==> config.mk <==
export PLATFORM = sky130hd
export DESIGN_NAME = life_grid_generation_step
export DESIGN_NICKNAME = d
export VERILOG_FILES = /design/src/rtl/lgs_pkg.sv /design/src/rtl/life_grid_generation_step.sv /design/src/rtl/lgs_ram.sv /design/src/rtl/lgs_datapath.sv /design/src/rtl/lgs_ctrl.sv
export VERILOG_INCLUDE_DIRS = /design/src /design/src/rtl
export SDC_FILE = /design/constraint.sdc
export NUM_CORES = 2
export LEC_CHECK = 0
export BUFFER_PORTS_ARGS = -buffer_cell sky130_fd_sc_hd__buf_2
export CAP_MARGIN = 10
export CORE_MARGIN = 3
export CORE_UTILIZATION = 30
export DETAILED_ROUTE_END_ITERATION = 16
export PLACE_DENSITY_LB_ADDON = 0.08
export SETUP_SLACK_MARGIN = 0.1
export SKIP_CTS_REPAIR_TIMING = 1
export SLEW_MARGIN = 20
export SYNTH_ARGS = -nofsm -noshare
export SYNTH_HDL_FRONTEND = slang
export SYNTH_HIERARCHICAL = 1
export SYNTH_SLANG_ARGS = --single-unit
==> constraint.sdc <==
create_clock -name clk_i -period 10.37 [get_ports clk_i]
set_input_delay 3.111 -clock clk_i [delete_from_list [all_inputs] [get_ports clk_i]]
set_output_delay 3.111 -clock clk_i [all_outputs]
set_load 0.005 [all_outputs]
==> src/rtl/life_grid_generation_step_assert.svh <==
// Assertion macros shared by the grid stepper modules.
// Both sample on clk_i and are switched off while rst_ni is low.
`ifndef LIFE_GRID_GENERATION_STEP_ASSERT_SVH
`define LIFE_GRID_GENERATION_STEP_ASSERT_SVH

// The consequent must hold in the same cycle as the antecedent.
`define LGS_ASSERT_SAME(name, ante, cons) \
  name: assert property (@(posedge clk_i) disable iff (!rst_ni) (ante) |-> (cons)) \
    else $error("grid stepper assertion failed");

// The consequent must hold in the cycle after the antecedent.
`define LGS_ASSERT_NEXT(name, ante, cons) \
  name: assert property (@(posedge clk_i) disable iff (!rst_ni) (ante) |=> (cons)) \
    else $error("grid stepper assertion failed");

`endif

==> src/rtl/lgs_pkg.sv <==
`default_nettype none

package lgs_pkg;

  // Request kinds carried in req_type and echoed in ack_kind.
  typedef enum logic [1:0] {
    REQ_WRITE   = 2'd0,
    REQ_READ    = 2'd1,
    REQ_ADVANCE = 2'd2,
    REQ_UNKNOWN = 2'd3
  } req_kind_e;

  // Input payload of one transfer.
  typedef struct packed {
    logic [1:0] req_type;
    logic [4:0] row;
    logic [4:0] col;
    logic       cell_in;
  } life_req_t;

  // Output payload of one transfer.
  typedef struct packed {
    logic       cell_out;
    logic [1:0] ack_kind;
  } life_rsp_t;

  // Controller states.
  typedef enum logic [2:0] {
    ST_CLEAR,
    ST_IDLE,
    ST_DISPATCH,
    ST_CELL_USE,
    ST_ADV_LOAD,
    ST_ADV_REQ,
    ST_ADV_CALC,
    ST_RESP
  } state_e;

  // Source of the row memory read address.
  typedef enum logic [1:0] {
    ADDR_REQ,
    ADDR_CNT,
    ADDR_CNT_NEXT
  } addr_sel_e;

  // What is written into the row memory.
  typedef enum logic [1:0] {
    WR_NONE,
    WR_CLEAR,
    WR_CELL,
    WR_LIFE
  } wr_op_e;

  // Commands from the controller to the datapath.
  typedef struct packed {
    logic      take_req;
    logic      cnt_rst;
    logic      cnt_inc;
    logic      rd_en;
    addr_sel_e rd_sel;
    wr_op_e    wr_op;
    logic      adv_load;
    logic      adv_shift;
    logic      cell_grab;
    logic      out_load;
  } lgs_cmd_t;

  // Status from the datapath to the controller.
  typedef struct packed {
    req_kind_e kind;
    logic      in_grid;
    logic      cnt_last;
  } lgs_sts_t;

  // Rule B3/S23 for one cell given its eight neighbours.
  function automatic logic life_rule(input logic alive, input logic [7:0] nbrs);
    logic [3:0] cnt;
    cnt = '0;
    for (int k = 0; k < 8; k++) begin
      cnt = cnt + {3'b000, nbrs[k]};
    end
    return (cnt == 4'd3) || ((cnt == 4'd2) && alive);
  endfunction

endpackage

`default_nettype wire

==> src/rtl/life_grid_generation_step.sv <==
// Sequence: an in-range write or read goes through dispatch, cell use and response; an
// unknown kind or off-grid index skips cell use; an advance loads the first row, then
// requests and computes each row in turn. One request at a time; the next is taken the
// cycle after the result is registered, which waits while an unread result is held.
// Reset: asynchronous, active low; afterwards a clearing pass writes one dead row per
// cycle through all GRID_SIZE rows, and no request is taken until it has finished.
`default_nettype none

module life_grid_generation_step import lgs_pkg::*; #(
  parameter int GRID_SIZE = 32
) (
  input  wire logic      clk_i,
  input  wire logic      rst_ni,
  input  wire logic      in_valid_i,
  output logic           in_ready_o,
  input  wire life_req_t in_data_i,
  output logic           out_valid_o,
  input  wire logic      out_ready_i,
  output life_rsp_t      out_data_o
);

  lgs_cmd_t cmd;
  lgs_sts_t sts;

  // Sequencer for requests, the clearing pass and the row sweep.
  lgs_ctrl u_ctrl (
    .clk_i       (clk_i),
    .rst_ni      (rst_ni),
    .in_valid_i  (in_valid_i),
    .in_ready_o  (in_ready_o),
    .out_valid_o (out_valid_o),
    .out_ready_i (out_ready_i),
    .sts_i       (sts),
    .cmd_o       (cmd)
  );

  // Row memory, row window and result register.
  lgs_datapath #(
    .GRID_SIZE (GRID_SIZE)
  ) u_datapath (
    .clk_i      (clk_i),
    .rst_ni     (rst_ni),
    .cmd_i      (cmd),
    .in_data_i  (in_data_i),
    .sts_o      (sts),
    .out_data_o (out_data_o)
  );

endmodule

`default_nettype wire

==> src/rtl/lgs_ram.sv <==
`default_nettype none

module lgs_ram #(
  parameter int WIDTH = 32,
  parameter int DEPTH = 32
) (
  input  wire logic                     clk_i,
  input  wire logic                     wr_en_i,
  input  wire logic [$clog2(DEPTH)-1:0] wr_addr_i,
  input  wire logic [WIDTH-1:0]         wr_data_i,
  input  wire logic                     rd_en_i,
  input  wire logic [$clog2(DEPTH)-1:0] rd_addr_i,
  output logic      [WIDTH-1:0]         rd_data_o
);

  logic [WIDTH-1:0] mem_q [DEPTH];

  // One write port and one read port with registered read data.
  always_ff @(posedge clk_i) begin
    if (wr_en_i) begin
      mem_q[wr_addr_i] <= wr_data_i;
    end
    if (rd_en_i) begin
      rd_data_o <= mem_q[rd_addr_i];
    end
  end

endmodule

`default_nettype wire

==> src/rtl/lgs_datapath.sv <==
`default_nettype none

module lgs_datapath import lgs_pkg::*; #(
  parameter int GRID_SIZE = 32
) (
  input  wire logic      clk_i,
  input  wire logic      rst_ni,
  input  wire lgs_cmd_t  cmd_i,
  input  wire life_req_t in_data_i,
  output lgs_sts_t       sts_o,
  output life_rsp_t      out_data_o
);

  localparam int ROW_W = $clog2(GRID_SIZE);

  life_req_t              req_q;
  logic [ROW_W-1:0]       cnt_q, cnt_d;
  logic [GRID_SIZE-1:0]   above_q, cur_q;
  logic                   cell_q;
  life_rsp_t              out_q;

  logic [ROW_W-1:0]       req_row, req_col;
  logic                   in_grid;
  logic                   cnt_last;
  logic                   rd_en;
  logic [ROW_W-1:0]       rd_addr;
  logic [GRID_SIZE-1:0]   rd_data;
  logic                   wr_en;
  logic [ROW_W-1:0]       wr_addr;
  logic [GRID_SIZE-1:0]   wr_data;
  logic [GRID_SIZE-1:0]   cell_row;
  logic [GRID_SIZE-1:0]   below;
  logic [GRID_SIZE-1:0]   next_row;
  logic [GRID_SIZE+1:0]   a_pad, c_pad, b_pad;

  // Address decode of the held request.
  assign req_row  = ROW_W'(req_q.row);
  assign req_col  = ROW_W'(req_q.col);
  assign in_grid  = (int'(req_q.row) < GRID_SIZE) && (int'(req_q.col) < GRID_SIZE);
  assign cnt_last = (cnt_q == ROW_W'(GRID_SIZE - 1));

  assign sts_o.kind     = req_kind_e'(req_q.req_type);
  assign sts_o.in_grid  = in_grid;
  assign sts_o.cnt_last = cnt_last;

  // Row below the one being computed; past the last row it is dead.
  assign below = cnt_last ? '0 : rd_data;

  // Next generation of one whole row from the three old rows around it.
  assign a_pad = {1'b0, above_q, 1'b0};
  assign c_pad = {1'b0, cur_q, 1'b0};
  assign b_pad = {1'b0, below, 1'b0};

  always_comb begin
    for (int j = 0; j < GRID_SIZE; j++) begin
      next_row[j] = life_rule(cur_q[j], {a_pad[j], a_pad[j+1], a_pad[j+2],
                                         c_pad[j], c_pad[j+2],
                                         b_pad[j], b_pad[j+1], b_pad[j+2]});
    end
  end

  // Read-modify-write row for a single cell write.
  always_comb begin
    cell_row          = rd_data;
    cell_row[req_col] = req_q.cell_in;
  end

  // Read address selection.
  always_comb begin
    rd_en = cmd_i.rd_en;
    case (cmd_i.rd_sel)
      ADDR_REQ:      rd_addr = req_row;
      ADDR_CNT:      rd_addr = cnt_q;
      ADDR_CNT_NEXT: rd_addr = cnt_q + 1'b1;
      default:       rd_addr = cnt_q;
    endcase
  end

  // Write port selection.
  always_comb begin
    wr_en   = 1'b1;
    wr_addr = cnt_q;
    wr_data = '0;
    case (cmd_i.wr_op)
      WR_NONE:  wr_en = 1'b0;
      WR_CLEAR: wr_data = '0;
      WR_CELL: begin
        wr_addr = req_row;
        wr_data = cell_row;
      end
      WR_LIFE:  wr_data = next_row;
      default:  wr_en = 1'b0;
    endcase
  end

  lgs_ram #(
    .WIDTH (GRID_SIZE),
    .DEPTH (GRID_SIZE)
  ) u_rows (
    .clk_i     (clk_i),
    .wr_en_i   (wr_en),
    .wr_addr_i (wr_addr),
    .wr_data_i (wr_data),
    .rd_en_i   (rd_en),
    .rd_addr_i (rd_addr),
    .rd_data_o (rd_data)
  );

  // Row counter used by the clearing pass and by an advance.
  always_comb begin
    cnt_d = cnt_q;
    if (cmd_i.cnt_rst) begin
      cnt_d = '0;
    end else if (cmd_i.cnt_inc) begin
      cnt_d = cnt_q + 1'b1;
    end
  end

  always_ff @(posedge clk_i or negedge rst_ni) begin
    if (!rst_ni) begin
      cnt_q <= '0;
    end else begin
      cnt_q <= cnt_d;
    end
  end

  // Payload registers: request, row window, read cell and result.
  always_ff @(posedge clk_i) begin
    if (cmd_i.take_req) begin
      req_q <= in_data_i;
    end
    if (cmd_i.adv_load) begin
      above_q <= '0;
      cur_q   <= rd_data;
    end else if (cmd_i.adv_shift) begin
      above_q <= cur_q;
      cur_q   <= below;
    end
    if (cmd_i.cell_grab) begin
      cell_q <= rd_data[req_col];
    end
    if (cmd_i.out_load) begin
      out_q.cell_out <= (req_q.req_type == REQ_READ) && in_grid && cell_q;
      out_q.ack_kind <= req_q.req_type;
    end
  end

  assign out_data_o = out_q;

endmodule

`default_nettype wire

==> src/rtl/lgs_ctrl.sv <==
`default_nettype none
`include "life_grid_generation_step_assert.svh"

module lgs_ctrl import lgs_pkg::*; (
  input  wire logic     clk_i,
  input  wire logic     rst_ni,
  input  wire logic     in_valid_i,
  output logic          in_ready_o,
  output logic          out_valid_o,
  input  wire logic     out_ready_i,
  input  wire lgs_sts_t sts_i,
  output lgs_cmd_t      cmd_o
);

  state_e state_q, state_d;
  logic   out_valid_q, out_valid_d;
  logic   accept;

  assign in_ready_o  = (state_q == ST_IDLE);
  assign accept      = in_valid_i && in_ready_o;
  assign out_valid_o = out_valid_q;

  // Next state.
  always_comb begin
    state_d = state_q;
    case (state_q)
      ST_CLEAR: begin
        if (sts_i.cnt_last) state_d = ST_IDLE;
      end
      ST_IDLE: begin
        if (accept) state_d = ST_DISPATCH;
      end
      ST_DISPATCH: begin
        case (sts_i.kind)
          REQ_WRITE, REQ_READ: state_d = sts_i.in_grid ? ST_CELL_USE : ST_RESP;
          REQ_ADVANCE:         state_d = ST_ADV_LOAD;
          default:             state_d = ST_RESP;
        endcase
      end
      ST_CELL_USE: state_d = ST_RESP;
      ST_ADV_LOAD: state_d = ST_ADV_REQ;
      ST_ADV_REQ:  state_d = ST_ADV_CALC;
      ST_ADV_CALC: begin
        state_d = sts_i.cnt_last ? ST_RESP : ST_ADV_REQ;
      end
      ST_RESP: begin
        if (!out_valid_q || out_ready_i) state_d = ST_IDLE;
      end
      default: state_d = ST_IDLE;
    endcase
  end

  // Command outputs.
  always_comb begin
    cmd_o = '{take_req: 1'b0, cnt_rst: 1'b0, cnt_inc: 1'b0, rd_en: 1'b0,
              rd_sel: ADDR_CNT, wr_op: WR_NONE, adv_load: 1'b0,
              adv_shift: 1'b0, cell_grab: 1'b0, out_load: 1'b0};
    case (state_q)
      ST_CLEAR: begin
        cmd_o.wr_op   = WR_CLEAR;
        cmd_o.cnt_inc = 1'b1;
      end
      ST_IDLE: begin
        cmd_o.take_req = accept;
        cmd_o.cnt_rst  = accept;
      end
      ST_DISPATCH: begin
        case (sts_i.kind)
          REQ_WRITE, REQ_READ: begin
            cmd_o.rd_en  = sts_i.in_grid;
            cmd_o.rd_sel = ADDR_REQ;
          end
          REQ_ADVANCE: begin
            cmd_o.rd_en  = 1'b1;
            cmd_o.rd_sel = ADDR_CNT;
          end
          default: cmd_o.rd_en = 1'b0;
        endcase
      end
      ST_CELL_USE: begin
        cmd_o.cell_grab = 1'b1;
        if (sts_i.kind == REQ_WRITE) cmd_o.wr_op = WR_CELL;
      end
      ST_ADV_LOAD: cmd_o.adv_load = 1'b1;
      ST_ADV_REQ: begin
        cmd_o.rd_en  = !sts_i.cnt_last;
        cmd_o.rd_sel = ADDR_CNT_NEXT;
      end
      ST_ADV_CALC: begin
        cmd_o.wr_op     = WR_LIFE;
        cmd_o.adv_shift = 1'b1;
        cmd_o.cnt_inc   = !sts_i.cnt_last;
      end
      ST_RESP: cmd_o.out_load = !out_valid_q || out_ready_i;
      default: cmd_o.rd_en = 1'b0;
    endcase
  end

  // Output slot occupancy.
  always_comb begin
    out_valid_d = out_valid_q;
    if (cmd_o.out_load) begin
      out_valid_d = 1'b1;
    end else if (out_ready_i) begin
      out_valid_d = 1'b0;
    end
  end

  always_ff @(posedge clk_i or negedge rst_ni) begin
    if (!rst_ni) begin
      state_q     <= ST_CLEAR;
      out_valid_q <= 1'b0;
    end else begin
      state_q     <= state_d;
      out_valid_q <= out_valid_d;
    end
  end

  // An accepted transfer always takes the controller out of idle.
  `LGS_ASSERT_NEXT(a_accept_leaves_idle, accept, state_q != ST_IDLE)
  // A single cell is only written for an in-range write request.
  `LGS_ASSERT_SAME(a_cell_write_ok, cmd_o.wr_op == WR_CELL,
                   sts_i.in_grid && (sts_i.kind == REQ_WRITE))
  // The result register is never overwritten while it still holds a result.
  `LGS_ASSERT_SAME(a_out_slot_free, cmd_o.out_load, !out_valid_q || out_ready_i)

endmodule

`default_nettype wire

==> metrics.cfg <==
[status]
outcome = completed

[critical_path]
r2r-start = u_datapath/cnt_q[0]$_DFFE_PN0P_
start_kind = register
cp-end-kind = register
crit_type = reg -> reg
r2r-end = u_datapath/u_rows/mem_q[0][22]$_DFFE_PP_
arrival_ns = 5.85
cp.required_ns = 10.79
r2r_slack_ns = 4.93
critPathMaxFanout = 47
r2r_cells = 13

[floorplanning]
start_util_pct = 30.3
die_x_um = 417
io_pins = 22
core_um2 = 168000
die_area_um2 = 174000
num_rows = 150
die_y_um = 417

[power]
p_leak_uw = 0.0211
peakVddDrop_v = 0.000263
power.density_nw_per_um2 = 372
p_total_uw = 22000

[synth]
ys_seq_elements = 1146
syn-cell-area_um2 = 50800
synth_top_cell_by_area = edfxtp_1
synth.distinct_cells = 56
synthTopCellsByArea = edfxtp_1, mux2i_1, fa_1
synth_edf_count = 1105
avgSynthCellArea_um2 = 15.6
yosys_warnings = 6
synth_nets = 3495
synthArstFlopShare_pct = 0.785
seq_area_frac_synth_pct = 67.0
synthCells = 3260
synth_top_cell_area_share_pct = 65.3
synth_ff_type = edfxtp_1

[clocking]
htreeDepth = 4
cts_buffer_depth = 3
cts_buffers = 138
cts.sinks = 1146
cts_tree = built
clk_pin_slew_ns = 0.05
cts-root-buf = clkbuf_16
clk_latency_ns = 0.79

[placement]
dpl-instance-area_um2 = 54400
place_hpwl_mm = 88.3
gp_congestion = 0.766
portBuffers = 21

[hold_path]
hold_path.class = reg -> reg
hold-path-cell-count = 0
min_from = u_datapath/sts_o[2]$_DFFE_PP_
min_to = u_datapath/out_data_o[0]$_DFFE_PP_

[drt]
routedWlPerCell_um = 29.9
antenna_left = 0
wirelength_mm = 170
vias = 28700
drc_errors = 0
viasPerCell = 5.06
dr.first_iter.drc_count = 2244
drtPass1Iterations = 5

[final_layout]
regArea_um2 = 34000
design_area_um2 = 59100
layout_common_cells = edfxtp_1, mux2i_1, inv_1
area_delta_synth_final_pct = 16.4
final_common_cell = edfxtp_1
num-fill-cells = 16000
multi_input_area_um2 = 16000
drive_gt1_share_pct = 12.2
fin_nets = 3584

[global_routing]
grt_pass1_vias = 29700
grt_max_degree = 102
grt_pass1_wl_mm = 235
globalRouteTotalUtil_pct = 19.4
grt_overflow = 0
antenna_found_initial = 6

[run]
max_cap_violations = 0

[sta]
period_minus_slack_ns = 5.44
slew_viol_final = 0
rsz0062_at_grt = no
worst_pin_slew_ns = 1.15
fmax_ghz = 0.184
slew_headroom_pct = 23.2
tns_ns = 0
hold_violations = 0
finalCritPeriodShare_pct = 52.4
setup_viol = 0
clock_skew_ns = 0.0328

-- power by group --
group	internal [µW]	total, µW	leakage (µW)	switching (µW)
registers	6030	6420	0.0106	390
clock network	2820	4800	0.00218	1980
logic	3840	10800	0.00831	6930
total	12700	22000	0.0211	9310
-- worst max-delay path by stage --
| stage | start | end | cells past startpoint |
|---|---|---|---|
| floorplan | u_datapath/cnt_q[0]$_DFFE_PN0P_ | u_datapath/u_rows/mem_q[0][1]$_DFFE_PP_ | 14 |
| global placement | u_datapath/cnt_q[0]$_DFFE_PN0P_ | u_datapath/u_rows/mem_q[8][4]$_DFFE_PP_ | 13 |
| detailed placement | u_datapath/cnt_q[0]$_DFFE_PN0P_ | u_datapath/u_rows/mem_q[8][4]$_DFFE_PP_ | 13 |
| CTS | u_datapath/cnt_q[0]$_DFFE_PN0P_ | u_datapath/u_rows/mem_q[10][4]$_DFFE_PP_ | 13 |
| global route | u_datapath/cnt_q[0]$_DFFE_PN0P_ | u_datapath/u_rows/mem_q[23][22]$_DFFE_PP_ | 13 |
| finish | u_datapath/cnt_q[0]$_DFFE_PN0P_ | u_datapath/u_rows/mem_q[0][22]$_DFFE_PP_ | 13 |
-- layout make-up --
class / instances / share of cell area (%)
flip-flops and latches: 1146 / 57.6
multi-input cells: 1785 / 27.1
clock buffers: 178 / 6.18
well taps: 2204 / 4.66
repair buffers: 123 / 2.00
clock inverters: 69 / 1.45
inverters: 155 / 0.984
diodes: 3 / 0.0127
-- worst max-delay path: stages, from the launching register on --
cell     delay (ns)
dfrtp_1        0.45
ha_1           0.28
and3_1         0.16
ha_1           0.35
inv_1          0.11
buf_4          0.56
nand2_1        0.27
fa_1           0.55
fa_1           0.51
inv_1          0.04
ha_1           0.20
fa_1           0.39
o21a_1         0.21
o32ai_4        0.93
-- per-stage QoR --
step	instances	setup WS, ns	util [%]	hold WS, ns
after floorplan	3260	4.78	-	0.451
after global placement	5387	4.94	32.3	0.551
after detailed placement	5394	4.75	32.4	0.543
after CTS	5641	4.72	35.1	0.556
after global routing	5660	4.65	35.2	0.585
final	5663	4.93	35.2	0.556
-- synth_stat cells (3+ instances only) --
master and number:
a21oi_1 133, a22o_1 64, a22oi_1 97, a31o_2 6
a31oi_1 34, and2_1 34, buf_1 9, buf_2 43
buf_4 40, buf_6 18, clkbuf_1 62, dfrtp_1 9
dfxtp_1 32, edfxtp_1 1105, fa_1 118, ha_1 100
inv_1 153, mux2_2 5, mux2i_1 592, mux4_2 3
nand2_1 150, nand2b_1 8, nand3_1 131, nand3b_1 10
nor2_1 101, nor2b_1 12, nor3_1 43, o21a_1 30
o21ai_0 36, o22ai_1 5, o32ai_1 29, or2_2 3
or3b_1 4, or3b_2 3, xnor2_1 7
-- cells by family after synthesis --
| family | after synthesis | synth area share (%) |
|---|---|---|
| AND/OR/NAND/NOR | 513 | 4.78 |
| flip-flops | 1146 | 67.0 |
| XOR/XNOR | 9 | 0.155 |
| buffers and inverters | 329 | 3.11 |
| other | 1 | 0.00738 |
| adder cells (fa/ha/maj) | 218 | 7.11 |
| AO/OA/AOI/OAI | 444 | 5.89 |
| multiplexers | 600 | 11.9 |
-- sequential cells by signal, indices dropped and copies added (netlist names) --
signal                       count
u_ctrl/out_valid_o               1
u_ctrl/state_q                   3
u_datapath/above_q              32
u_datapath/cell_q                1
u_datapath/cnt_q                 5
u_datapath/cur_q                32
u_datapath/out_data_o            3
u_datapath/req_col               5
u_datapath/req_q                 1
u_datapath/req_row               5
u_datapath/sts_o                 2
u_datapath/u_rows/mem_q       1024
u_datapath/u_rows/rd_data_o     32
-- per-layer routing --
| metal | GRT usage [%] | up-vias | wire length, µm |
|---|---|---|---|
| met5 | 0 | - | 13 |
| met4 | 6.00 | 2 | 5010 |
| met3 | 4.11 | 233 | 8860 |
| met2 | 32.1 | 711 | 81300 |
| met1 | 25.5 | 15100 | 74300 |
| li1 | - | 12600 | - |
Note: power is estimated with default switching activity, not from simulation.
